==> config.mk <==
export PLATFORM = sky130hd
export DESIGN_NAME = oldest_evict_slot_allocator
export DESIGN_NICKNAME = d
export VERILOG_FILES = /design/src/design/oesa_pkg.sv /design/src/design/oldest_evict_slot_allocator.sv
export SDC_FILE = /design/constraint.sdc
export NUM_CORES = 1
export LEC_CHECK = 0
export BUFFER_PORTS_ARGS = -buffer_cell sky130_fd_sc_hd__buf_4
export CAP_MARGIN = 20
export CORE_MARGIN = 2
export CORE_UTILIZATION = 54
export DETAILED_ROUTE_END_ITERATION = 8
export PLACE_DENSITY_LB_ADDON = 0.08
export SETUP_SLACK_MARGIN = 0.2
export SLEW_MARGIN = 15
export SYNTH_ARGS = -nofsm -noshare
export SYNTH_HDL_FRONTEND = slang
export SYNTH_SLANG_ARGS = --single-unit
==> constraint.sdc <==
create_clock -name clk -period 4.4 [get_ports clk]
set_clock_uncertainty 0.15 [all_clocks]
set_input_delay 0.88 -clock clk [delete_from_list [all_inputs] [get_ports clk]]
set_output_delay 0.88 -clock clk [all_outputs]
set_load 0.05 [all_outputs]
==> src/design/oesa_pkg.sv <==
`timescale 1ns / 1ps
`default_nettype none
// ----------------------------------------------------------------------------
// oesa_pkg: shared constants for the oldest-evict slot allocator
// Field widths, result status codes and reset/default values.
// ----------------------------------------------------------------------------
package oesa_pkg;

  localparam int DEFAULT_NUM_SLOTS = 20;

  localparam int IDX_W    = 8;   // slot_index field
  localparam int COMP_W   = 16;  // compression count and threshold
  localparam int SEQ_W    = 8;   // insertion sequence
  localparam int STATUS_W = 3;
  localparam int SLOT_OUT_W  = 5;
  localparam int COUNT_OUT_W = 5;

  localparam logic [COMP_W-1:0] MIN_COMP_RESET = 16'd1;
  localparam logic [SEQ_W-1:0]  SEQ_RESET      = 8'd1;

  // kind field
  localparam logic KIND_SAVE    = 1'b0;
  localparam logic KIND_RELEASE = 1'b1;

  // status codes
  localparam logic [STATUS_W-1:0] ST_SAVED       = 3'd0;
  localparam logic [STATUS_W-1:0] ST_TOO_FEW     = 3'd1;
  localparam logic [STATUS_W-1:0] ST_WRITE_FAIL  = 3'd2;
  localparam logic [STATUS_W-1:0] ST_RELEASED    = 3'd3;
  localparam logic [STATUS_W-1:0] ST_OUT_OF_RANGE = 3'd4;

endpackage
`default_nettype wire

==> src/design/oldest_evict_slot_allocator.sv <==
`timescale 1ns / 1ps
`default_nettype none
// ----------------------------------------------------------------------------
// oldest_evict_slot_allocator: pending-session slot table
// Save requests take the lowest empty slot, or evict the oldest pending slot
// by wrapped sequence age; release requests clear a slot.
// ----------------------------------------------------------------------------
//
// Channel   Signals                                         Handshake
// --------  ----------------------------------------------  -----------------
// request   kind, slot_index, compression_count, write_ok   start & !busy
// result    status, chosen_slot, evicted, pending_count     done (one cycle)
// config    cfg_wr_data (min_compressions)                  cfg_wr_en
//
// Release and below-threshold saves are decided at the accept edge, where
//   done is registered; busy never rises for them.
// Other saves walk the pending bits one slot a cycle looking for a gap; with
//   every slot full a second walk reads the sequence RAM one slot a cycle
//   (one port, registered read), then the result is committed in S_COMMIT.
// Reset clears pending bits, the pending count and sets the sequence counter
//   to 1; the sequence RAM needs no clearing as it is only read when all
//   slots are pending, hence all written.
// The receiver cannot stall: each word sits on the result ports for the one
//   cycle that done is high.
// ----------------------------------------------------------------------------
module oldest_evict_slot_allocator #(
  parameter int NUM_SLOTS = oesa_pkg::DEFAULT_NUM_SLOTS
) (
  input  wire logic                              clk,
  input  wire logic                              rst,
  // request
  input  wire logic                              start,
  output logic                                   busy,
  input  wire logic                              kind,
  input  wire logic [oesa_pkg::IDX_W-1:0]        slot_index,
  input  wire logic [oesa_pkg::COMP_W-1:0]       compression_count,
  input  wire logic                              write_ok,
  // configuration
  input  wire logic                              cfg_wr_en,
  input  wire logic [oesa_pkg::COMP_W-1:0]       cfg_wr_data,
  // result
  output logic                                   done,
  output logic [oesa_pkg::STATUS_W-1:0]          status,
  output logic [oesa_pkg::SLOT_OUT_W-1:0]        chosen_slot,
  output logic                                   evicted,
  output logic [oesa_pkg::COUNT_OUT_W-1:0]       pending_count
);

  localparam int SLOT_W = (NUM_SLOTS > 1) ? $clog2(NUM_SLOTS) : 1;
  localparam int CNT_W  = $clog2(NUM_SLOTS + 1);
  localparam logic [SLOT_W-1:0]           LAST_SLOT = SLOT_W'(NUM_SLOTS - 1);
  localparam logic [oesa_pkg::IDX_W-1:0]  NUM_SLOTS_B = oesa_pkg::IDX_W'(NUM_SLOTS);

  typedef enum logic [1:0] {
    S_IDLE,
    S_FREE,    // look for the lowest empty slot
    S_AGE,     // all full: find the oldest by wrapped age
    S_COMMIT
  } state_t;

  state_t state;

  // slot table: pending bits in flops, sequences in a RAM
  logic [NUM_SLOTS-1:0]            pending;
  logic [oesa_pkg::SEQ_W-1:0]      seq_mem [NUM_SLOTS];
  logic [oesa_pkg::SEQ_W-1:0]      seq_rd;

  logic [oesa_pkg::SEQ_W-1:0]      next_seq;
  logic [CNT_W-1:0]                count;
  logic [oesa_pkg::COMP_W-1:0]     min_comp;

  // sequencer working registers
  logic [SLOT_W-1:0]               scan_idx;    // RAM / pending address
  logic                            issue_done;  // last RAM read issued
  logic [SLOT_W-1:0]               rd_idx;      // slot whose data is in seq_rd
  logic                            rd_valid;
  logic [oesa_pkg::SEQ_W-1:0]      best_age;
  logic [SLOT_W-1:0]               chosen;
  logic                            full;
  logic                            lat_write_ok;

  logic                            accept;
  logic                            in_range;
  logic [SLOT_W-1:0]               rel_idx;
  logic [oesa_pkg::SEQ_W-1:0]      age;
  logic [oesa_pkg::SEQ_W-1:0]      seq_inc;
  logic [oesa_pkg::SEQ_W-1:0]      seq_next;
  logic                            mem_we;
  logic [oesa_pkg::IDX_W-1:0]      slot_ext;
  logic [oesa_pkg::IDX_W-1:0]      count_ext;

  assign busy     = (state != S_IDLE);
  assign accept   = start && !busy;
  assign in_range = (slot_index < NUM_SLOTS_B);
  assign rel_idx  = slot_index[SLOT_W-1:0];
  assign age      = next_seq - seq_rd;
  assign seq_inc  = next_seq + oesa_pkg::SEQ_W'(1);
  // counter skips zero on wrap
  assign seq_next = (seq_inc == '0) ? oesa_pkg::SEQ_RESET : seq_inc;
  assign mem_we   = (state == S_COMMIT) && lat_write_ok;

  // Sequence RAM: one write port, one registered read port
  always_ff @(posedge clk) begin
    if (mem_we) begin
      seq_mem[chosen] <= next_seq;
    end
    seq_rd <= seq_mem[scan_idx];
  end

  // config register
  always_ff @(posedge clk) begin
    if (rst) begin
      min_comp <= oesa_pkg::MIN_COMP_RESET;
    end else if (cfg_wr_en) begin
      min_comp <= cfg_wr_data;
    end
  end

  always_ff @(posedge clk) begin
    if (rst) begin
      state      <= S_IDLE;
      pending    <= '0;
      next_seq   <= oesa_pkg::SEQ_RESET;
      count      <= '0;
      done       <= 1'b0;
      scan_idx   <= '0;
      issue_done <= 1'b0;
      rd_valid   <= 1'b0;
    end else begin
      unique case (state)
        S_IDLE: begin
          if (accept) begin
            lat_write_ok <= write_ok;
            evicted      <= 1'b0;
            if (kind == oesa_pkg::KIND_RELEASE) begin
              done <= 1'b1;
              if (in_range) begin
                pending[rel_idx] <= 1'b0;
                if (pending[rel_idx]) begin
                  count <= count - CNT_W'(1);
                end
                chosen <= rel_idx;
                status <= oesa_pkg::ST_RELEASED;
              end else begin
                chosen <= '0;
                status <= oesa_pkg::ST_OUT_OF_RANGE;
              end
            end else if (compression_count < min_comp) begin
              done   <= 1'b1;
              chosen <= '0;
              status <= oesa_pkg::ST_TOO_FEW;
            end else begin
              done     <= 1'b0;
              scan_idx <= '0;
              state    <= S_FREE;
            end
          end else begin
            done <= 1'b0;
          end
        end

        S_FREE: begin
          done <= 1'b0;
          if (!pending[scan_idx]) begin
            chosen <= scan_idx;
            full   <= 1'b0;
            state  <= S_COMMIT;
          end else if (scan_idx == LAST_SLOT) begin
            full       <= 1'b1;
            scan_idx   <= '0;
            issue_done <= 1'b0;
            rd_valid   <= 1'b0;
            best_age   <= '0;
            state      <= S_AGE;
          end else begin
            scan_idx <= scan_idx + SLOT_W'(1);
          end
        end

        S_AGE: begin
          done <= 1'b0;
          // read for scan_idx issued this cycle, compare the one before it
          rd_idx   <= scan_idx;
          rd_valid <= !issue_done;
          if (!issue_done) begin
            if (scan_idx == LAST_SLOT) begin
              issue_done <= 1'b1;
            end else begin
              scan_idx <= scan_idx + SLOT_W'(1);
            end
          end
          if (rd_valid) begin
            // ties go to the higher slot
            if (age >= best_age) begin
              best_age <= age;
              chosen   <= rd_idx;
            end
            if (rd_idx == LAST_SLOT) begin
              state <= S_COMMIT;
            end
          end
        end

        S_COMMIT: begin
          done  <= 1'b1;
          state <= S_IDLE;
          if (lat_write_ok) begin
            pending[chosen] <= 1'b1;
            next_seq        <= seq_next;
            if (!full) begin
              count <= count + CNT_W'(1);
            end
            status  <= oesa_pkg::ST_SAVED;
            evicted <= full;
          end else begin
            status  <= oesa_pkg::ST_WRITE_FAIL;
            evicted <= 1'b0;
          end
        end

        default: begin
          done  <= 1'b0;
          state <= S_IDLE;
        end
      endcase
    end
  end

  // result fields masked to port width
  assign slot_ext      = oesa_pkg::IDX_W'(chosen);
  assign count_ext     = oesa_pkg::IDX_W'(count);
  assign chosen_slot   = slot_ext[oesa_pkg::SLOT_OUT_W-1:0];
  assign pending_count = count_ext[oesa_pkg::COUNT_OUT_W-1:0];

endmodule
`default_nettype wire
# ---- After elaboration in Yosys (flattened, before gate mapping)
# Memory sizes are Yosys's and may differ from the RTL's. A register that Yosys moved wholly into a read port is not among the register bits.
# Cells that the tools add are included.
dict set report classes {
  add_sub_neg 5
  n_lt_le_gt_ge 8
  n_eq_ne 24
  n_mux 72
  bitwise_logic 4
  n_reduce_logical 26
}
# cell count
set op_table {}
lappend op_table {{5-bit 2-to-1 mux} 20}
lappend op_table {{20-bit 2-to-1 mux} 4}
lappend op_table {{8-bit 2-to-1 mux} 5}
lappend op_table {{20-bit one-hot mux with 2 select lines} 1}
lappend op_table {{2-bit != test (second input constant)} 16}
lappend op_table {{5-bit one-hot mux with 3 select lines} 2}
lappend op_table {{7-bit AND reduction} 3}
lappend op_table {{20-bit AND} 1}
lappend op_table {{20-bit NOT} 1}
lappend op_table {{20-bit bitwise OR} 1}
lappend op_table {{5-bit by 6-bit less-than comparator with 1-bit output (second input constant)} 3}
lappend op_table {{16-bit less-than comparator} 1}
lappend op_table {{1-bit 2-to-1 mux} 16}
lappend op_table {{2-bit 2-to-1 mux} 8}
lappend op_table {{8-bit one-hot mux with 2 select lines} 1}
lappend op_table {{3-bit 2-to-1 mux} 4}
lappend op_table {{3-bit AND reduction} 4}
lappend op_table {{6-bit AND reduction} 2}
lappend op_table {{5-bit by 1-bit adder with 5-bit output (second input constant)} 2}
lappend op_table {{1-bit binary-select mux with 5-bit select} 2}
lappend op_table {{1-bit demux with 5-bit select} 2}
lappend op_table {{5-bit == test (second input constant)} 2}
lappend op_table {{5-bit by 1-bit greater-or-equal comparator with 1-bit output (second input constant)} 2}
lappend op_table {{5-bit one-hot mux with 2 select lines} 1}
lappend op_table {{24 further kinds} 35}
dict set report totals {
  regBits 83
  ram_bits 160
  input_bits 46
  output_inout_bits 16
  wordCells 156
  mem_count 1
}
# memory depth width read_ports rd_ports_with_merged_regs write_ports line_no
set memory_table {}
lappend memory_table {seq_mem 20 8 1 1 1 oldest_evict_slot_allocator.sv:65} ;# logic [oesa_pkg::SEQ_W-1:0] seq_mem [NUM_SLOTS];

# ---- Logic depth before layout (Yosys ltp)
dict set report logic_depth {
  word_depth 10
  depth_mapped 15
  mapped_depth_nobuf 15
}

# ---- Least setup slack after synthesis
# No wires, ideal clock.
dict set report synth_timing {
  path_type {register to register}
  startpoint {register next_seq[1] (netlist name)}
  endpoint {register chosen[0], in the netlist chosen_slot[0], enable pin}
  setup_time_ps 397
  t_arrival_ps 3460
  required_time_ps 3853
  setup_slack_ps 392
  path_stages_with_launch 15
  period_less_slack_ps 4008
  path_cell_list {dfxtp_1 -> ha_1 -> nor2b_1 -> o21ai_0 -> a21boi_0 -> o21ai_0 -> nor2b_1 -> xnor2_1 -> ha_1 -> a21oi_1 -> nand2_1 -> nand2_1 -> a31oi_1 -> o41ai_1 -> a2111oi_0}
}
dict set report synth_via {
  elab_chain_cells 4
}
# item line_no
set synth_lines {}
lappend synth_lines {{start, declared} oldest_evict_slot_allocator.sv:68} ;# logic [oesa_pkg::SEQ_W-1:0] next_seq;
lappend synth_lines {{start signal, assigned} oldest_evict_slot_allocator.sv:123} ;# next_seq <= oesa_pkg::SEQ_RESET;
lappend synth_lines {{start signal, assigned} oldest_evict_slot_allocator.sv:209} ;# next_seq <= seq_next;
lappend synth_lines {{8-bit subtractor} oldest_evict_slot_allocator.sv:96} ;# assign age = next_seq - seq_rd;
lappend synth_lines {{net age (one bit)} oldest_evict_slot_allocator.sv:85} ;# logic [oesa_pkg::SEQ_W-1:0] age;
lappend synth_lines {{8-bit greater-or-equal comparator} oldest_evict_slot_allocator.sv:194} ;# if (age >= best_age) begin
lappend synth_lines {{2-bit != test (no line)} --}
lappend synth_lines {{7-bit AND reduction (no line)} --}
lappend synth_lines {{end signal, assigned} oldest_evict_slot_allocator.sv:142} ;# chosen <= rel_idx;
lappend synth_lines {{end signal, assigned} oldest_evict_slot_allocator.sv:165} ;# chosen <= scan_idx;
lappend synth_lines {{end signal, assigned} oldest_evict_slot_allocator.sv:196} ;# chosen <= rd_idx;
lappend synth_lines {{end, declared} oldest_evict_slot_allocator.sv:78} ;# logic [SLOT_W-1:0] chosen;
# The timed path passes the listed nets, and every way through them passes these cells.
# A chain may end at the register's enable or synchronous reset.

# ---- Worst setup path in the final report
dict set report layout_timing {
  startpoint {register seq_rd[1] (netlist name) (read register of seq_mem)}
  endpoint {register best_age[3] (netlist name), enable pin}
}
dict set report layout_via {
  elab_chain_cells 4
}
# item line_no
set layout_lines {}
lappend layout_lines {{start, declared} oldest_evict_slot_allocator.sv:66} ;# logic [oesa_pkg::SEQ_W-1:0] seq_rd;
lappend layout_lines {{8-bit subtractor} oldest_evict_slot_allocator.sv:96}
lappend layout_lines {{net age (one bit)} oldest_evict_slot_allocator.sv:85}
lappend layout_lines {{8-bit greater-or-equal comparator} oldest_evict_slot_allocator.sv:194}
lappend layout_lines {{2-bit != test (no line)} --}
lappend layout_lines {{6-bit AND reduction (no line)} --}
lappend layout_lines {{end signal, assigned} oldest_evict_slot_allocator.sv:195} ;# best_age <= age;
lappend layout_lines {{end, declared} oldest_evict_slot_allocator.sv:77} ;# logic [oesa_pkg::SEQ_W-1:0] best_age;
# The timed path passes the listed nets, and every way through them passes these cells.

==> flow_summary.json <==
{
  "synth_fa_ha_area_share_pct": 4.78,
  "final_common_cell": "edfxtp_1",
  "ioPinCount": 62,
  "post-route-period-util_pct": 83.2,
  "pre_cts_slack_ns": 0.609,
  "power.density_nw_per_um2": 439,
  "min_path_type": "flip-flop to flip-flop",
  "grt_pass1_wl_mm": 39.0,
  "cts.repair.resized": 0,
  "period_minus_slack_ns": 3.66,
  "arrival_ns": 3.79,
  "portBuffers": 61,
  "swShare_pct": 26.1,
  "num_antenna_cells": 0,
  "synth_top_area_share_pct": 48.8,
  "synth_cell_types": 57,
  "wl_per_cell_um": 21.4,
  "cp_max_fo": 7,
  "grt_pass1_vias": 7074,
  "cts_max_level": 1,
  "num_rows": 52,
  "power_frac_clock_pct": 39.3,
  "antenna_found_initial": 0,
  "dpl.cell_count": 1121,
  "rr_worst_depth": 16,
  "p_int_mw": 4.20,
  "synthesis.area_sq_um": 11300,
  "layout.cells.most_common_list": "184 x edfxtp_1, 73 x buf_4, 70 x nor2_1",
  "tightest_slew_ns": 0.933,
  "crit_end": "best_age[3]",
  "synth-simple-area-share_pct": 9.55,
  "synth_cells": 813,
  "crit_type": "flip-flop to flip-flop",
  "cts_tree": "yes",
  "gp_congestion": 0.834,
  "clkTransAtPathRegs_ns": 0.06,
  "die-area_sq_um": 22100,
  "drcViolationCount": 0,
  "hold_ws_ns": 0.342,
  "clock_latency_ns": 0.54,
  "seqPwrFrac_pct": 46.9,
  "synth-compound-area-share_pct": 6.98,
  "synth_seq_cells": 251,
  "crit_path_end_kind": "flip-flop",
  "cts_made_buffers": 26,
  "switching_power_mw": 1.48,
  "relSlewSlack_pct": 37.3,
  "startpoint": "seq_rd[1]",
  "first_iter_violations": 575,
  "setup_viol": 0,
  "power_mw": 5.68,
  "rsz0062_at_grt": "false",
  "stdcell_count": 1171,
  "cp.required_ns": 4.53,
  "p_comb_share_pct": 13.8,
  "synth_top_area_cell": "edfxtp_1",
  "initial_utilization_pct": 55.5,
  "r2r-end": "best_age[3]",
  "hold_viol": 0,
  "synthTopCellsByArea": "edfxtp_1 49%, dfxtp_1 12%, mux4_2 11%",
  "r2r-start": "seq_rd[1]",
  "fin_setup_tns_ns": 0,
  "drive_above_1_share_pct": 21.2,
  "grt_util_all_layers_pct": 23.0,
  "coreArea_sq_um": 20400,
  "synthArstFlopShare_pct": 0,
  "synth_edf_count": 184,
  "drt-total-wl_mm": 25.0,
  "grt_max_degree": 62,
  "ant_nets": 0,
  "firstDrtPassIters": 5,
  "vias_per_cell": 6.09,
  "syn_avg_cell_area_sq_um": 13.9,
  "cts_buffer_depth": 3,
  "worstSetupStartpointType": "flip-flop",
  "syn-num-nets": 901,
  "leakagePower_nw": 4.60,
  "synth_mux_area_share_pct": 14.0,
  "dp_hpwl_mm": 16.7,
  "hold_buffers": 0,
  "synth_xor_area_share_pct": 1.16,
  "dominantRegCellSynth": "edfxtp_1",
  "nets": 969,
  "syn_to_final_growth_pct": 14.4,
  "cts_sinks": 251,
  "die_h_um": 149,
  "slew_violations": 0,
  "nFillCells": 1484,
  "synth_top_family_by_area": "multiplexers",
  "root_buffer": "clkbuf_16",
  "ys_seq_area_share_pct": 60.7,
  "grt-ovfl-total": 0,
  "ff2ff_setup_slack_ns": 0.74,
  "fmax_ghz": 0.273,
  "outcome": "finished clean",
  "num_vias": 7129,
  "die_w_um": 149,
  "fin_ws_ns": 0.740,
  "cap_violations": 0,
  "post-cts-setup-buffer-count": 0,
  "irDropWorstVdd_v": 0.000339,
  "synth_warnings": 0
}
power by group through the flow:
stage	Combinational [mW]	Sequential (mW)	Clock, mW
after floorplan	0.465	2.79	0
after global placement	0.761	2.71	0
after detailed placement	0.778	2.71	0
after CTS	0.782	2.66	2.26
after global routing	0.860	2.67	2.37
final	0.787	2.66	2.23
registers in the layout (all words and copies together) (netlist names), 2 cells and up:
register	cells
best_age	8
chosen_slot	5
min_comp	16
next_seq	8
pending	20
pending_count	5
rd_idx	5
scan_idx	5
seq_mem	160
seq_rd	8
state	2
status	3
cell families after synthesis:
family / Yosys count
DFF: 251
and+or+nand+nor: 213
AOI/OAI and AO/OA: 123
muxes: 90
buffers and inverters: 79
adders and majority gates: 42
xor gates and xnor gates: 15
worst max-delay path, stage by stage, from the launching register on:
cell and delay, ns:
dfxtp_1 0.30, inv_1 0.06, ha_1 0.28, nor2b_1 0.12
o21ai_0 0.21, a21boi_0 0.14, o21ai_0 0.21, nor2b_1 0.18
xnor2_1 0.16, ha_1 0.28, a21oi_1 0.20, nand2_1 0.07
nand2_1 0.06, a31oi_1 0.04, o41ai_1 0.56, nor3_1 0.16
buf_2 0.22
Yosys cell counts, types with 7 or more instances:
cell / instances
mux2i_1: 27
nor2b_1: 10
mux4_2: 54
inv_1: 43
a31oi_1: 7
xnor2_1: 7
xor2_1: 8
edfxtp_1: 184
nand3_1: 19
nor3_1: 19
a21oi_1: 47
a211oi_1: 12
nor2_1: 70
ha_1: 40
a22o_1: 11
nand2_1: 32
mux2_2: 9
or3_1: 9
and2_1: 9
clkbuf_1: 21
dfxtp_1: 67
o21ai_0: 18
worst min path at each step:
stage / cells past startpoint / from / slack (ns) / endpoint
2_1_floorplan: 0 / scan_idx[1] / 0.29 / rd_idx[1]
3_3_place_gp: 2 / pending_count[4] / 0.32 / pending_count[4]
3_5_place_dp: 2 / min_comp[6] / 0.33 / min_comp[6]
4_1_cts: 2 / pending_count[4] / 0.35 / pending_count[4]
5_1_grt: 1 / write_ok / 0.36 / lat_write_ok
6_report: 2 / pending_count[4] / 0.34 / pending_count[4]
layer usage:
metal	part of all wire [%]	up-vias	global-route usage [%]
li1	-	3260	-
met1	43	3561	33.4
met2	47	263	36.6
met3	7.2	45	3.50
met4	2.6	0	6.38
met5	0	-	0
stage by stage:
stage	cell area (sq um)	utilization [%]
after floorplan	11300	-
after global placement	12000	59.2
after detailed placement	12000	59.2
after CTS	12900	63.4
after global routing	12900	63.5
final	12900	63.5
area by class of cell:
type | count | area (sq um) | area share, %
Clock buffer | 29 | 662 | 5.12
Clock inverter | 19 | 206 | 1.60
Multi-Input combinational cell | 483 | 4130 | 31.9
Tap cell | 270 | 338 | 2.61
Timing Repair Buffer | 75 | 568 | 4.39
Sequential cell | 251 | 6870 | 53.1
Inverter | 44 | 165 | 1.28
Note: power is estimated with default switching activity, not from simulation.
